[config.mk]
export PLATFORM = sky130hd
export DESIGN_NAME = ccd2d_axis_mod
export DESIGN_NICKNAME = d
export VERILOG_FILES = /design/src/rtl/cic_charge_deposit_2d_core_defines.svh /design/src/rtl/ccd2d_pkg.sv /design/src/rtl/ccd2d_axis_mod.sv
export SDC_FILE = /design/constraint.sdc
export NUM_CORES = 1
export LEC_CHECK = 0
export ABC_AREA = 1
export BUFFER_PORTS_ARGS = -buffer_cell sky130_fd_sc_hd__buf_2
export CORE_MARGIN = 3
export CORE_UTILIZATION = 54
export DETAILED_ROUTE_END_ITERATION = 6
export PLACE_DENSITY_LB_ADDON = 0.12
export SLEW_MARGIN = 20
export SYNTH_ARGS = -nofsm -noshare
export SYNTH_HDL_FRONTEND = slang
export SYNTH_SLANG_ARGS = --single-unit
[constraint.sdc]
create_clock -name clk -period 2.1 [get_ports clk]
set_input_delay 0.105 -clock clk [delete_from_list [all_inputs] [get_ports clk]]
set_output_delay 0.105 -clock clk [all_outputs]
set_load 0.02 [all_outputs]
[src/rtl/cic_charge_deposit_2d_core_defines.svh]
// ----------------------------------------------------------------------------
// cic_charge_deposit_2d_core_defines.svh
// Assertion macros shared by the charge deposition core.
// ----------------------------------------------------------------------------
`ifndef CIC_CHARGE_DEPOSIT_2D_CORE_DEFINES_SVH
`define CIC_CHARGE_DEPOSIT_2D_CORE_DEFINES_SVH

// same-cycle implication, clocked on clk, off during reset
`define CCD2D_ASSERT_NOW(lbl, ante, cons, msg) \
  lbl: assert property (@(posedge clk) disable iff (!rst_n) (ante) |-> (cons)) \
    else $error(msg);

// next-cycle implication
`define CCD2D_ASSERT_NEXT(lbl, ante, cons, msg) \
  lbl: assert property (@(posedge clk) disable iff (!rst_n) (ante) |=> (cons)) \
    else $error(msg);

`endif

[src/rtl/ccd2d_pkg.sv]
// ----------------------------------------------------------------------------
// ccd2d_pkg
// Constants and types of the 2D cloud-in-cell charge deposition core.
// ----------------------------------------------------------------------------
`timescale 1ns / 1ps
package ccd2d_pkg;

  localparam int MAX_NODES_X = 64;
  localparam int MAX_NODES_Y = 64;
  localparam int X_BITS      = $clog2(MAX_NODES_X);
  localparam int Y_BITS      = $clog2(MAX_NODES_Y);
  localparam int ADDR_BITS   = X_BITS + Y_BITS;
  localparam int DEPTH       = MAX_NODES_X * MAX_NODES_Y;
  localparam int EXT_BITS    = 7;
  localparam int MOD_STEPS   = 31;
  localparam int MOD_CNT_BITS = $clog2(MOD_STEPS + 1);

  localparam logic [1:0] CMD_DEPOSIT = 2'd0;
  localparam logic [1:0] CMD_READ    = 2'd1;
  localparam logic [1:0] CMD_CLEAR   = 2'd2;

  localparam logic [2:0] REG_NX     = 3'd0;
  localparam logic [2:0] REG_NY     = 3'd1;
  localparam logic [2:0] REG_PER    = 3'd2;
  localparam logic [2:0] REG_INVX   = 3'd3;
  localparam logic [2:0] REG_INVY   = 3'd4;
  localparam logic [2:0] REG_SCALE  = 3'd5;

  typedef struct packed {
    logic                 we;
    logic [ADDR_BITS-1:0] waddr;
    logic [31:0]          wdata;
    logic [ADDR_BITS-1:0] raddr;
  } ram_req_t;

endpackage

[src/rtl/ccd2d_axis_mod.sv]
// ----------------------------------------------------------------------------
// ccd2d_axis_mod
// Bit-serial remainder of a 31-bit value by a node count, one bit a cycle.
// ----------------------------------------------------------------------------
`timescale 1ns / 1ps
module ccd2d_axis_mod
  import ccd2d_pkg::*;
(
  input  logic                clk,
  input  logic                rst_n,
  input  logic                start,
  input  logic [MOD_STEPS-1:0] dividend,
  input  logic [EXT_BITS-1:0] divisor,
  output logic [EXT_BITS-2:0] rem,
  output logic                done
);
  logic [MOD_STEPS-1:0]    sh_r;
  logic [EXT_BITS-1:0]     rem_r, rem_nxt;
  logic [MOD_CNT_BITS-1:0] cnt_r;
  logic                    busy_r;
  logic [EXT_BITS:0]       trial;

  always_comb begin
    trial = {rem_r, sh_r[MOD_STEPS-1]};
    if (trial >= {1'b0, divisor}) trial = trial - {1'b0, divisor};
    rem_nxt = trial[EXT_BITS-1:0];
  end

  always_ff @(posedge clk) begin
    if (!rst_n) begin
      busy_r <= 1'b0;
      cnt_r  <= '0;
    end else if (start) begin
      busy_r <= 1'b1;
      cnt_r  <= '0;
    end else if (busy_r) begin
      cnt_r <= cnt_r + 1'b1;
      if (cnt_r == MOD_CNT_BITS'(MOD_STEPS - 1)) busy_r <= 1'b0;
    end
  end

  always_ff @(posedge clk) begin
    if (start) begin
      sh_r  <= dividend;
      rem_r <= '0;
    end else if (busy_r) begin
      sh_r  <= {sh_r[MOD_STEPS-2:0], 1'b0};
      rem_r <= rem_nxt;
    end
  end

  assign rem  = rem_r[EXT_BITS-2:0];
  assign done = !busy_r && !start;
endmodule

==> results of run 1 <==
## sequential cells by signal, summed over array words and instances (netlist names)
| signal | count |
|---|---|
| rem_r | 7 |
| sh_r | 31 |
| busy_r | 1 |
| cnt_r | 5 |
## cells by family (layout without fill, tap and decap cells)
logic type | after synthesis | count (layout)
buf+inv | 44 | 88
xor+xnor | 2 | 2
compound gates | 15 | 15
simple gates | 168 | 169
flops | 44 | 44
fa+ha+maj | 10 | 10
## path summary, 6_finish.rpt
kind                                            start  slack (ps)               endpoint  cells past startpoint
worst max-delay path               sh_r[30]$_DFFE_PN_         260  rem_r[6]$_SDFFE_PP0P_                     14
worst min-delay path                            rst_n          50      busy_r$_SDFF_PN0_                      3
worst max register to register     sh_r[30]$_DFFE_PN_         260  rem_r[6]$_SDFFE_PP0P_                     14
worst min register to register  cnt_r[3]$_SDFFE_PP0P_         460      busy_r$_SDFF_PN0_                      1
## stage by stage
stage	total power, mW	utilization, %	hold WS (ps)	area [um^2]	TNS, ps
floorplan	1.30	-	246	2330	0
global placement	1.38	62.9	358	2570	0
CTS	2.06	65.9	46.6	2690	0
global route	2.15	66.0	63.0	2700	-0.330
finish	2.05	66.0	51.7	2700	0
detailed placement	1.38	62.9	366	2570	0
## where the power goes
group	switching [mW]	internal (mW)	total, mW
Sequential	0.0296	1.02	1.05
Clock	0.295	0.389	0.684
Combinational	0.195	0.125	0.320
Total	0.519	1.53	2.05
## metal layers
| layer | track usage, % | wire length (um) |
|---|---|---|
| met2 | 28.3 | 2030 |
| met1 | 23.1 | 1920 |
| met4 | 6.68 | 74 |
| met3 | 5.61 | 244 |
| met5 | 0 | 0 |
## worst min-delay path: stages
cell	delay [ps]
buf_2	90
inv_1	60
a311oi_1	50
## layout by cell type (no fill, tap or decap), types with 4 or more instances in the layout
cell type    n
buf_2       47
nor2_1      12
o21ai_1      5
ha_1         9
nand2_1    128
a21oi_1      5
edfxtp_1    31
inv_2        4
inv_1       26
nand3_1     17
clkbuf_8     6
dfxtp_1     13
## what timing repair did
item,in CTS,in global routing
setup endpoints to repair,0,1
buffers inserted,0,0
resized for setup,0,0
## cell usage after synthesis, drive strengths merged
| master | instances |
|---|---|
| o21ai | 8 |
| nand3b | 1 |
| fa | 1 |
| or2 | 2 |
| a311oi | 1 |
| nand4 | 2 |
| xnor2 | 1 |
| nor3 | 1 |
| xor2 | 1 |
| nand2 | 132 |
| dfxtp | 13 |
| edfxtp | 31 |
| clkinv | 1 |
| ha | 9 |
| buf | 7 |
| clkbuf | 6 |
| a21oi | 6 |
| inv | 30 |
| nand3 | 17 |
| nor2 | 13 |
## cell type report
class	count	share of cell area (%)
repair buffers	49	9.27
clock inverters	2	1.44
well taps	50	2.32
flip-flops and latches	44	44.1
inverters	31	4.31
multi-input cells	196	35.5
clock buffers	6	3.06
==> results.md, run 1 <==
Outcome:
- The run finished with clean final reports.

Detailed routing:
- The violation count after the first detailed-routing iteration is 140.
- For this run, design rule violations remaining after detail routing come to 0.
- The mean number of vias per cell is 4.98.
- The via total after detailed routing is 1883.
- The routed wire length is 4260 um.
- The first TritonRoute pass finished after 4 iterations.
- The average wire per standard cell is 11.3 um.
- The count of nets left with antenna violations once routing finished came out at 0.

Timing:
- Headroom to the max-slew limit came out at a little over half.
- The count of final hold-check violations is 0.
- The final period demand of the worst path is about 1800 ps.
- The final critical path takes up 87.7% of the cycle.
- The number of max-slew violations in the final report was 0.
- Based on the critical path, the design can be clocked at up to 543 MHz.
- At the pin with the least slew margin, the transition time is 697 ps.
- For the final database, setup skew stands at 10.1 ps.
- Setup violations remaining at the end of the flow were counted as 0.
- The worst-case setup margin in the final layout is 258 ps.

Worst setup path:
- The most repeated library cell on the critical path is nand2_1.
- The biggest fanout along the worst timing path is 5.
- Walking the worst path, the cells encountered are inv_1, ha_1, inv_1, fa_1, nand2_1, nand2_1, nand2_2, nand2_2, nand2_4, nand3_1, nand2_1, inv_1, nand2_1, nand2_1.
- For this design, the slowest cell found on the critical path is fa_1.
- For the worst setup path, the data required time is between 2000 and 2500 ps.
- On the worst path, the slowest cell contributes a delay of just under 400 ps.
- The nature of the critical path endpoint is a flop.
- The kind of start point of the critical path is a flop.
- Data on the critical path arrives at its endpoint at about 2000 ps.
- The kind of cell adding the most delay to the critical path is simple AND/OR/NAND/NOR gates.
- The total buffers and inverters traversed by the critical path is 3.
- The classification of the worst setup path is reg -> reg.

Placed design:
- The setup slack after placement is 258 ps.
- At the end of routability-driven placement, the weighted congestion stood at 0.894.
- Once detailed placement completed, the half-perimeter wirelength came to 3030 um.
- The number of I/O port buffers is 47.
- The number of cells after detailed placement is 369.

Global routing:
- The overall routing resource usage is 17.9%.
- Summed over all layers, the global routing overflow is 0.
- The largest net degree at the start of global routing is 36.
- The global-route wire length before repair is 7200 um.
- The via count of the first global-routing pass is 1718.
- The number of antenna violations at the first check in global routing was 0.

Power:
- The leakage power is 1.39 nW.
- The maximum VDD drop is 0.000620 V.
- The total power per unit cell area is 760 mW/mm^2.

Die:
- The die is 71.7 um wide.
- The core region is between 0.004 and 0.005 mm^2.
- The vertical extent of the die is 71.7 um.
- After floorplanning, the core was divided into 23 placement rows.
- 48 I/O pins were placed.
- The die footprint is 0.00514 mm^2.
- The starting utilization of the core area is a little under three fifths.

Yosys:
- The netlist area before placement is 0.00233 mm^2.
- The share of Yosys cell area claimed by the top area cell type is ~40%.
- By area, the combinational part of the netlist is dominated by simple AND/OR/NAND/NOR gates.
- Of all cell types, the one taking the most synthesized area is edfxtp_1.
- The count of synthesis-stage warnings from yosys is 0.
- The xor and xnor fraction of the mapped netlist area is 0.751%.
- After Yosys synthesis, full adders, half adders and majority gates account for 5.69% of the synthesized area.
- The synthesized design contains 44 register bits.
- The average cell area after synthesis is 8.24 um^2.
- The fraction of the yosys area taken by sequential cells is about half.
- The synthesized netlist devotes 30.5% of its cell area to simple gates.
- The post-synthesis net count is 334.
- The multiplexer area fraction after synthesis is 0%.
- The area fraction in compound gates after synthesis is roughly 3.9%.
- Ranked by total cell area, the synthesized netlist is headed by edfxtp_1, nand2_1, dfxtp_1.
- The gate count after technology mapping is about 280.
- Counting distinct cell types in the post-synthesis netlist gives 28.

Finish:
- In the final layout, the multi-input gates occupy 957 um^2.
- The fill cell instance count of the final layout is 381.
- Cells with a size suffix above 1 make up 21.3% of the layout.
- The total number of nets in the final design is 378.
- In the final layout, flip-flops and latches occupy 0.00119 mm^2.
- The repair_antennas step left the layout with diodes totalling 0.
- Compared with the post-synthesis result, the final layout area differs by 15.8%.
- The number of standard cells in the final layout excluding fillers is 378.

Clock tree:
- The H-tree generated during clock tree synthesis spans 2 levels.
- No sink is reached through more buffers than the 2 on the longest clock path.
- The number of buffers created by CTS is 5.
- The clock transition at the register clock pins on the worst setup and hold paths after CTS is roughly 80 ps.
- The clock net in this run drives a total of 44 sinks.
- The CTS tree is done.
- For the worst-skew pair, the clock arrives at the later sink with an insertion delay of about 300 ps.
- The number of buffers inserted by hold repair at cts is 0.
- The root buffer cell chosen for the clock tree is clkbuf_8.

Worst hold path:
- The worst hold-check path type is in -> reg.

Job:
- The total of max-cap violations is 0.
No activity file was read; power rests on OpenSTA's default activity.
==> run 2, diff against run 1 <==
--- a/config.mk
+++ b/config.mk
@@ -10,7 +10,7 @@
 export CORE_MARGIN = 3
 export CORE_UTILIZATION = 54
 export DETAILED_ROUTE_END_ITERATION = 6
-export PLACE_DENSITY_LB_ADDON = 0.12
+export PLACE_DENSITY = 0.86
 export SLEW_MARGIN = 20
 export SYNTH_ARGS = -nofsm -noshare
 export SYNTH_HDL_FRONTEND = slang
==> run 2 against run 1 <==
Die area is the same. Wire length grew 1.7%. Sequential share of layout area is 0.71 points higher. Critical path type unchanged. Critical path depth did not move. Sequential cell count is the same. Sequential power hardly changed. Cell count shrank 0.26%. Final area is 1.6% lower. Largest power group unchanged. Combinational power about the same. Fmax fell by 2.6%.
==> results.md, run 2 (synthesis results as in run 1) <==
Placed design:
- The number of I/O port buffers is 47 (unchanged).
- The detailed-placement wirelength estimate was 3180 um (+4.7%).
- The routability-driven placement congestion ratio was 0.853 (-4.6%).

Die:
- The starting utilization of the core area came to 57.0% (unchanged).
- The area inside the core boundary is 0.00409 mm^2 (unchanged).
- The count of pins on the block boundary came to 48 (unchanged).
- The chip width is 71.7 um (unchanged).
- The number of rows created at floorplan is 23 (unchanged).
- The die footprint is 0.00514 mm^2 (unchanged).
- The vertical extent of the die is 71.7 um (unchanged).

Clock tree:
- The number of buffers created by CTS was 5 (unchanged).
- The count of cells resized by post-cts repair is 0 (unchanged).
- TritonCTS built the clock tree.
- The clock tree buffer depth is 2 (unchanged).
- The clock transition at the register clock pins on the worst setup and hold paths after CTS is 80 ps (about the same).
- The cell sitting at the root of the clock tree is a clkbuf_8.
- The TritonCTS sink count came to 44 (unchanged).
- The post-CTS setup buffer count is 0 (unchanged).
- The maximum level of the CTS H-tree is 2 (unchanged).
- The number of buffers inserted by hold repair at cts was 0 (unchanged).
- The insertion delay to the later sink of the worst-skew pair is 300 ps (about the same).

Worst hold path:
- The hold-critical path depth came to 3 (unchanged).
- The endpoint of the worst hold-timing path is busy_r$_SDFF_PN0_.
- The worst hold-check path type is in -> reg.
- The startpoint of the tightest hold check path is rst_n.

Detailed routing:
- The via total after detailed routing was 1850 (-1.8%).
- The number of nets with antenna violations after routing is 0 (unchanged).
- The violation count after the first detailed-routing iteration was 101 (-28%).
- The DRC violation count after routing is 0 (unchanged).
- The average wire per standard cell is 11.5 um (+2.0%).
- The routed wire length is 4340 um (+1.7%).
- The first-pass detailed-route iteration total is 4 (unchanged).
- The mean number of vias per cell is 4.91 (-1.5%).

Worst setup path:
- The launching element of the worst setup path is sh_r[30]$_DFFE_PN_.
- The delay of the slowest critical-path stage is 400 ps (about the same).
- In this run the critical register-to-register path is captured at rem_r[6]$_SDFFE_PP0P_.
- STA classifies the critical path endpoint as a flop.
- The required time at the worst-slack endpoint is 2290 ps (about the same).
- The most repeated library cell on the critical path is nand2_1.
- The classification of the worst setup path is reg -> reg.
- In this run the critical register-to-register path is launched from sh_r[30]$_DFFE_PN_.
- Among all stages on the critical path, the largest delay is contributed by fa_1.
- The critical path data arrival time is 2090 ps (+50 ps).
- The kind of start point of the critical path is a flop.
- The signal on the critical path passes through inv_1, ha_1, inv_1, fa_1, nand2_1, nand2_1, nand2_2, nand2_2, nand2_4, nand3_1, nand2_1, inv_1, nand2_1, nand2_1.
- The depth of the worst register-to-register path is 14 (unchanged).
- The worst reg-to-reg setup slack is 210 ps (-50 ps).
- The biggest fanout along the worst timing path is 9 (+4).

Power:
- The internal power is 1.38 mW (-10%).
- The sequential fraction of design power is 55.8% (+4.7 points).
- The net switching fraction of the power came to 26.9% (+1.6 points).
- The maximum VDD drop is 0.000497 V (-20%).
- The combinational fraction of design power is 16.9% (+1.3 points).
- The net load switching power came to 0.506 mW (-2.5%).
- The total power per unit cell area is 708 mW/mm^2 (-6.8%).
- The portion of total power attributed to the clock network is 27.3% (-6.0 points).
- The leakage power came to 1.37 nW (-1.5%).

Timing:
- The maximum clock skew at final layout is 12.1 ps (+1.97 ps).
- The setup TNS is 0 ps (unchanged).
- The count of final hold-check violations came to 0 (unchanged).
- The final period demand of the worst path is 1890 ps (+50.1 ps).
- The setup-violating endpoint count in the final report is 0 (unchanged).
- The headroom to the max-slew limit is 53.1% (-0.35 points).
- The upper clock frequency limit is 529 MHz (-2.6%).
- Setup repair after global routing left no endpoint under its margin.
- The period utilization is 90.1% (+2.4 points).
- The number of max-slew violations in the final report is 0 (unchanged).
- The worst-margin pin slew came to 702 ps (+5.23 ps).

Global routing:
- The via count of the first global-routing pass came to 1750 (+1.9%).
- The largest net degree at the start of global routing is 35 (-2.8%).
- The final global-route overflow total is 0 (unchanged).
- The overall routing resource usage is 17.4% (-0.46 points).
- The global-route wire length before repair is 7180 um (-0.28%).
- The number of antenna violations at the first check in global routing is 0 (unchanged).

Job:
- The total of max-cap violations came to 0 (unchanged).

Finish:
- The top register by number of flip-flops is sh_r.
- The utilization after layout came to 65.0% (-1.0 points).
- The number of flip-flops under the largest register name came to 31 (unchanged).
- The library cells used most frequently in the layout, excluding fill and tap cells, are nand2_1, buf_2, edfxtp_1, inv_1, nand3_1.
- The largest registers in the layout are sh_r (31), rem_r (7), cnt_r (5).
- The synthesis-to-finish area growth is 14.0%.
- The proportion of layout cells with a drive suffix above 1 is 20.8% (-0.55 points).
- The total number of nets in the final design came to 377 (-0.26%).
- The most common cell after layout, fill and taps aside is nand2_1.
- The number of antenna cells inserted is 0 (unchanged).

Outcome:
- The flow ran to the end, and the final reports show no timing, DRC or antenna violations.
## run 2: stage by stage
step                hold WS (ps)  instances  cell area (um^2)  power, mW  worst slack [ps]
global route                69.6        377              2660       1.97              77.6
detailed placement           367        369              2570       1.39               221
CTS                         52.5        377              2660       1.89               208
finish                      54.8        377              2660       1.88               208
global placement             366        369              2570       1.37               325
floorplan                    246        283              2330       1.30               393
## run 2: worst max-delay path: cells and delay by family (launching register included)
family        cells  cell delay, ps
fa+ha+maj         2             570
buf+inv           3             190
flops             1             380
simple gates      9             640
## run 2: layout make-up
type	count	area, um^2
Clock inverter	2	12.5
Timing Repair Buffer	49	250
Fill cell	365	1430
Multi-Input combinational cell	195	951
Tap cell	50	62.6
Sequential cell	44	1190
Clock buffer	6	72.6
Inverter	31	116
## run 2: power groups by stage
| stage | Clock (mW) | Combinational, mW | Sequential, mW |
|---|---|---|---|
| floorplan | 0 | 0.237 | 1.06 |
| global placement | 0 | 0.307 | 1.06 |
| detailed placement | 0 | 0.317 | 1.07 |
| CTS | 0.522 | 0.319 | 1.05 |
| global route | 0.553 | 0.362 | 1.06 |
| finish | 0.514 | 0.318 | 1.05 |
## run 2: worst max-delay path by stage
stage,to,slack [ps],cells after the start
5_1_grt,rem_r[6]$_SDFFE_PP0P_,80,14
6_report,rem_r[6]$_SDFFE_PP0P_,210,14
3_5_place_dp,rem_r[6]$_SDFFE_PP0P_,220,14
2_1_floorplan,rem_r[5]$_SDFFE_PP0P_,390,14
4_1_cts,rem_r[6]$_SDFFE_PP0P_,210,14
3_3_place_gp,rem_r[5]$_SDFFE_PP0P_,320,14
## run 2: metal layers
layer / up-vias / wire (um) / global-route usage [%] / part of all wire [%]
met2: 43 / 2210 / 31.2 / 51
li1: 979 / - / - / -
met5: - / 0 / 0 / 0
met3: 6 / 205 / 3.51 / 4.7
met1: 822 / 1870 / 21.1 / 43
met4: 0 / 49 / 5.01 / 1.1
==> run 3, diff against run 2 <==
--- a/config.mk
+++ b/config.mk
@@ -8,9 +8,9 @@
 export ABC_AREA = 1
 export BUFFER_PORTS_ARGS = -buffer_cell sky130_fd_sc_hd__buf_2
 export CORE_MARGIN = 3
-export CORE_UTILIZATION = 54
+export CORE_UTILIZATION = 49
 export DETAILED_ROUTE_END_ITERATION = 6
-export PLACE_DENSITY = 0.86
+export PLACE_DENSITY = 0.82
 export SLEW_MARGIN = 20
 export SYNTH_ARGS = -nofsm -noshare
 export SYNTH_HDL_FRONTEND = slang
==> constraint.sdc (replaced) <==
create_clock -name clk -period 1.7 [get_ports clk]
set_input_delay 0.085 -clock clk [delete_from_list [all_inputs] [get_ports clk]]
set_output_delay 0.085 -clock clk [all_outputs]
set_load 0.02 [all_outputs]
==> run 3 against run 2 <==
Power increased by 37%. Clock power rose by 59%. Cell count increased by 2.9%. Clock skew is 4.9 ps lower. Global-route usage grew 0.37 points. Non-clock buffer count increased by 8. Final area up 6.6%. Fmax up 7.9%. Hold slack worse by 28 ps. The run now ends with negative setup slack left. Sequential cell count unchanged. Via count is 2.7% higher.
==> results.md, run 3 (synthesis results as in run 1) <==
Die:
- The area inside the core boundary was 0.00447 mm^2 (+9.5%).
- The die footprint is 0.00562 mm^2 (+9.3%).
- The chip width is 75.0 um (+4.6%).
- The vertical extent of the die is 75.0 um (+4.6%).
- The count of pins on the block boundary is 48 (unchanged).
- The starting utilization of the core area came to 52.1% (-4.9 points).
- The number of rows created at floorplan is 24 (+4.3%).

Power:
- The internal power is 1.90 mW (+38%).
- The maximum VDD drop is 0.000537 V (+8.0%).
- The net load switching power is 0.687 mW (+36%).
- The combinational fraction of design power is 18.3% (+1.4 points).
- The leakage power came to 1.44 nW (+5.1%).
- The net switching fraction of the power was 26.6% (-0.32 points).
- The portion of total power attributed to the clock network came to 31.6% (+4.3 points).
- The total power per unit cell area is 912 mW/mm^2 (+29%).
- The sequential fraction of design power is 50.1% (-5.7 points).

Clock tree:
- The number of buffers inserted by hold repair at cts is 0 (unchanged).
- The clock transition at the register clock pins on the worst setup and hold paths after CTS is 80 ps (about the same).
- TritonCTS built the clock tree.
- The TritonCTS sink count is 44 (unchanged).
- The maximum level of the CTS H-tree is 2 (unchanged).
- The number of buffers created by CTS is 5 (unchanged).
- The insertion delay to the later sink of the worst-skew pair is 300 ps (about the same).
- The root buffer cell chosen for the clock tree is clkbuf_8.
- The clock tree buffer depth is 2 (unchanged).

Finish:
- The number of flip-flops under the largest register name is 31 (unchanged).
- The proportion of layout cells with a drive suffix above 1 came to 26.5% (+5.7 points).
- Compared with the post-synthesis result, the final layout area differs by 21.5%.
- In the final layout, the registers with the most flip-flops are sh_r (31), rem_r (7), cnt_r (5).
- The number of antenna cells inserted came to 0 (unchanged).
- In the layout the commonest cells are nand2_1, buf_2, edfxtp_1, inv_1, nand3_1.
- Counting flops per register, the top entry is sh_r.
- The most common cell after layout, fill and taps aside is nand2_1.
- The total number of nets in the final design came to 386 (+2.4%).
- The utilization after layout was 63.3% (-1.7 points).

Worst setup path:
- The critical path goes through inv_2, ha_4, inv_2, fa_2, nand2_2, nand2_2, buf_4, nand3b_1, nand2_1, nand2_1, nand3_1, nand2_1, nand2_1.
- The cell with the largest stage delay on the worst path is edfxtp_1.
- By startpoint and endpoint, the worst setup path is classified as reg -> reg.
- The depth of the worst register-to-register path is 13 (-1).
- STA classifies the critical path endpoint as a flop.
- The total buffers and inverters traversed by the critical path came to 3 (unchanged).
- The most repeated library cell on the critical path is nand2_1.
- The delay of the slowest critical-path stage is 390 ps (about the same).
- The required time at the worst-slack endpoint is 1910 ps (-380 ps).
- The critical path data arrival time is 1960 ps (-130 ps).
- The kind of cell adding the most delay to the critical path is simple AND/OR/NAND/NOR gates.
- The worst register-to-register path ends at rem_r[6]$_SDFFE_PP0P_.
- The biggest fanout along the worst timing path came to 2 (-7).
- The kind of start point of the critical path is a flop.
- The startpoint of the worst register-to-register path is sh_r[30]$_DFFE_PN_.
- The worst reg-to-reg setup slack was -50 ps (-260 ps).

Worst hold path:
- The tightest min-delay check is of the in -> reg type.
- The endpoint of the worst hold-timing path is busy_r$_SDFF_PN0_.
- The hold-critical path depth is 3 (unchanged).
- The startpoint of the tightest hold check path is rst_n.

Timing:
- The worst hold slack is 27.0 ps (-27.8 ps).
- The maximum clock skew at final layout is 7.23 ps (-4.86 ps).
- The upper clock frequency limit is 571 MHz (+7.9%).
- The worst-case setup margin in the final layout is -52.8 ps (-261 ps).
- The count of final hold-check violations is 0 (unchanged).
- The setup TNS came to -176 ps (-176 ps).
- The headroom to the max-slew limit came to 69.8% (+17 points).
- The number of max-slew violations in the final report is 0 (unchanged).
- The final period demand of the worst path is 1750 ps (-139 ps).
- Setup repair after global routing could not meet its margin everywhere.
- The period utilization was 103% (+13 points).
- The worst-margin pin slew is 453 ps (-249 ps).
- The setup-violating endpoint count in the final report came to 6 (+6).

Global routing:
- The number of antenna violations at the first check in global routing was 0 (unchanged).
- The via count of the first global-routing pass is 1839 (+5.1%).
- The global-route wire length before repair came to 7600 um (+5.9%).
- The overall routing resource usage is 17.8% (+0.37 points).
- The largest net degree at the start of global routing is 32 (-8.6%).
- The final global-route overflow total is 0 (unchanged).

Detailed routing:
- The mean number of vias per cell was 4.90 (-0.21%).
- The average wire per standard cell came to 12.1 um (+5.2%).
- The violation count after the first detailed-routing iteration is 157 (+55%).
- The number of nets with antenna violations after routing is 0 (unchanged).
- The via total after detailed routing is 1900 (+2.7%).
- The routed wire length is 4690 um (+8.3%).
- The first-pass detailed-route iteration total is 4 (unchanged).
- The DRC violation count after routing is 0 (unchanged).

Placed design:
- The number of I/O port buffers is 47 (unchanged).
- The detailed-placement wirelength estimate is 3330 um (+4.9%).
- The routability-driven placement congestion ratio is 0.873 (+2.4%).

Outcome:
- The checks that failed: negative setup slack.
- The run finished, with violations left.

Job:
- The total of max-cap violations came to 0 (unchanged).
[run 3: changes by cell type in the layout (fill, tap and decap cells not counted), sizes merged]
| cell | change |
|---|---|
| buf | +8 |
| bufinv | +1 |
| clkbuf | -1 |
| clkinv | -1 |
| inv | +1 |
| nand2 | +1 |
[run 3: how the worst max path moves through the flow]
stage / startpoint / endpoint / slack, ps / depth (start not counted)
finish: sh_r[30]$_DFFE_PN_ / rem_r[6]$_SDFFE_PP0P_ / -50 / 13
global placement: sh_r[30]$_DFFE_PN_ / rem_r[5]$_SDFFE_PP0P_ / 0.7 / 14
floorplan: sh_r[30]$_DFFE_PN_ / rem_r[5]$_SDFFE_PP0P_ / 40 / 14
detailed placement: sh_r[30]$_DFFE_PN_ / rem_r[5]$_SDFFE_PP0P_ / -90 / 14
CTS: sh_r[30]$_DFFE_PN_ / rem_r[5]$_SDFFE_PP0P_ / -20 / 14
global route: sh_r[30]$_DFFE_PN_ / rem_r[3]$_SDFFE_PP0P_ / -150 / 13
[run 3: cell type report]
class	instances	area [um^2]
Multi-Input combinational cell	196	1020
Clock inverter	3	46.3
Fill cell	374	1640
Inverter	31	116
Clock buffer	5	68.8
Tap cell	52	65.1
Sequential cell	44	1190
Timing Repair Buffer	57	323
[run 3: what timing repair did]
| action | 4_1_cts | 5_1_grt |
|---|---|---|
| gates resized for setup | 6 | 9 |
| cloned | 1 | 0 |
| setup buffers | 4 | 1 |
| setup endpoints to repair | 7 | 7 |
| pin swaps | 1 | 1 |
[run 3: power by group through the flow]
stage / sequential (mW) / combinational (mW) / clock [mW]
final: 1.30 / 0.474 / 0.815
after global routing: 1.31 / 0.530 / 0.878
after CTS: 1.30 / 0.442 / 0.830
after detailed placement: 1.32 / 0.411 / 0
after global placement: 1.31 / 0.397 / 0
after floorplan: 1.31 / 0.293 / 0
[run 3: metrics by stage]
step	cells	instance area (um^2)	setup WS (ps)	total power, mW
3_3_place_gp	374	2610	0.676	1.71
4_1_cts	387	2780	-24.3	2.57
3_5_place_dp	374	2610	-89.1	1.73
5_1_grt	388	2830	-150	2.71
6_report	388	2830	-52.8	2.58
2_1_floorplan	283	2330	44.1	1.60
[run 3: per-layer routing]
| layer | GRT usage (%) | part of all wire (%) |
|---|---|---|
| met1 | 20.5 | 43 |
| met2 | 32.8 | 53 |
| met3 | 3.47 | 3.6 |
| met4 | 5.93 | 0 |
| met5 | 0 | 0 |
[run 3: worst reg2reg max path, stage by stage, from the launching register on]
cell and delay (ps):
edfxtp_1 390, inv_2 90, ha_4 140, inv_2 40, fa_2 340, nand2_2 70
nand2_2 70, buf_4 140, nand3b_1 90, nand2_1 60, nand2_1 50, nand3_1 70
nand2_1 70, nand2_1 40
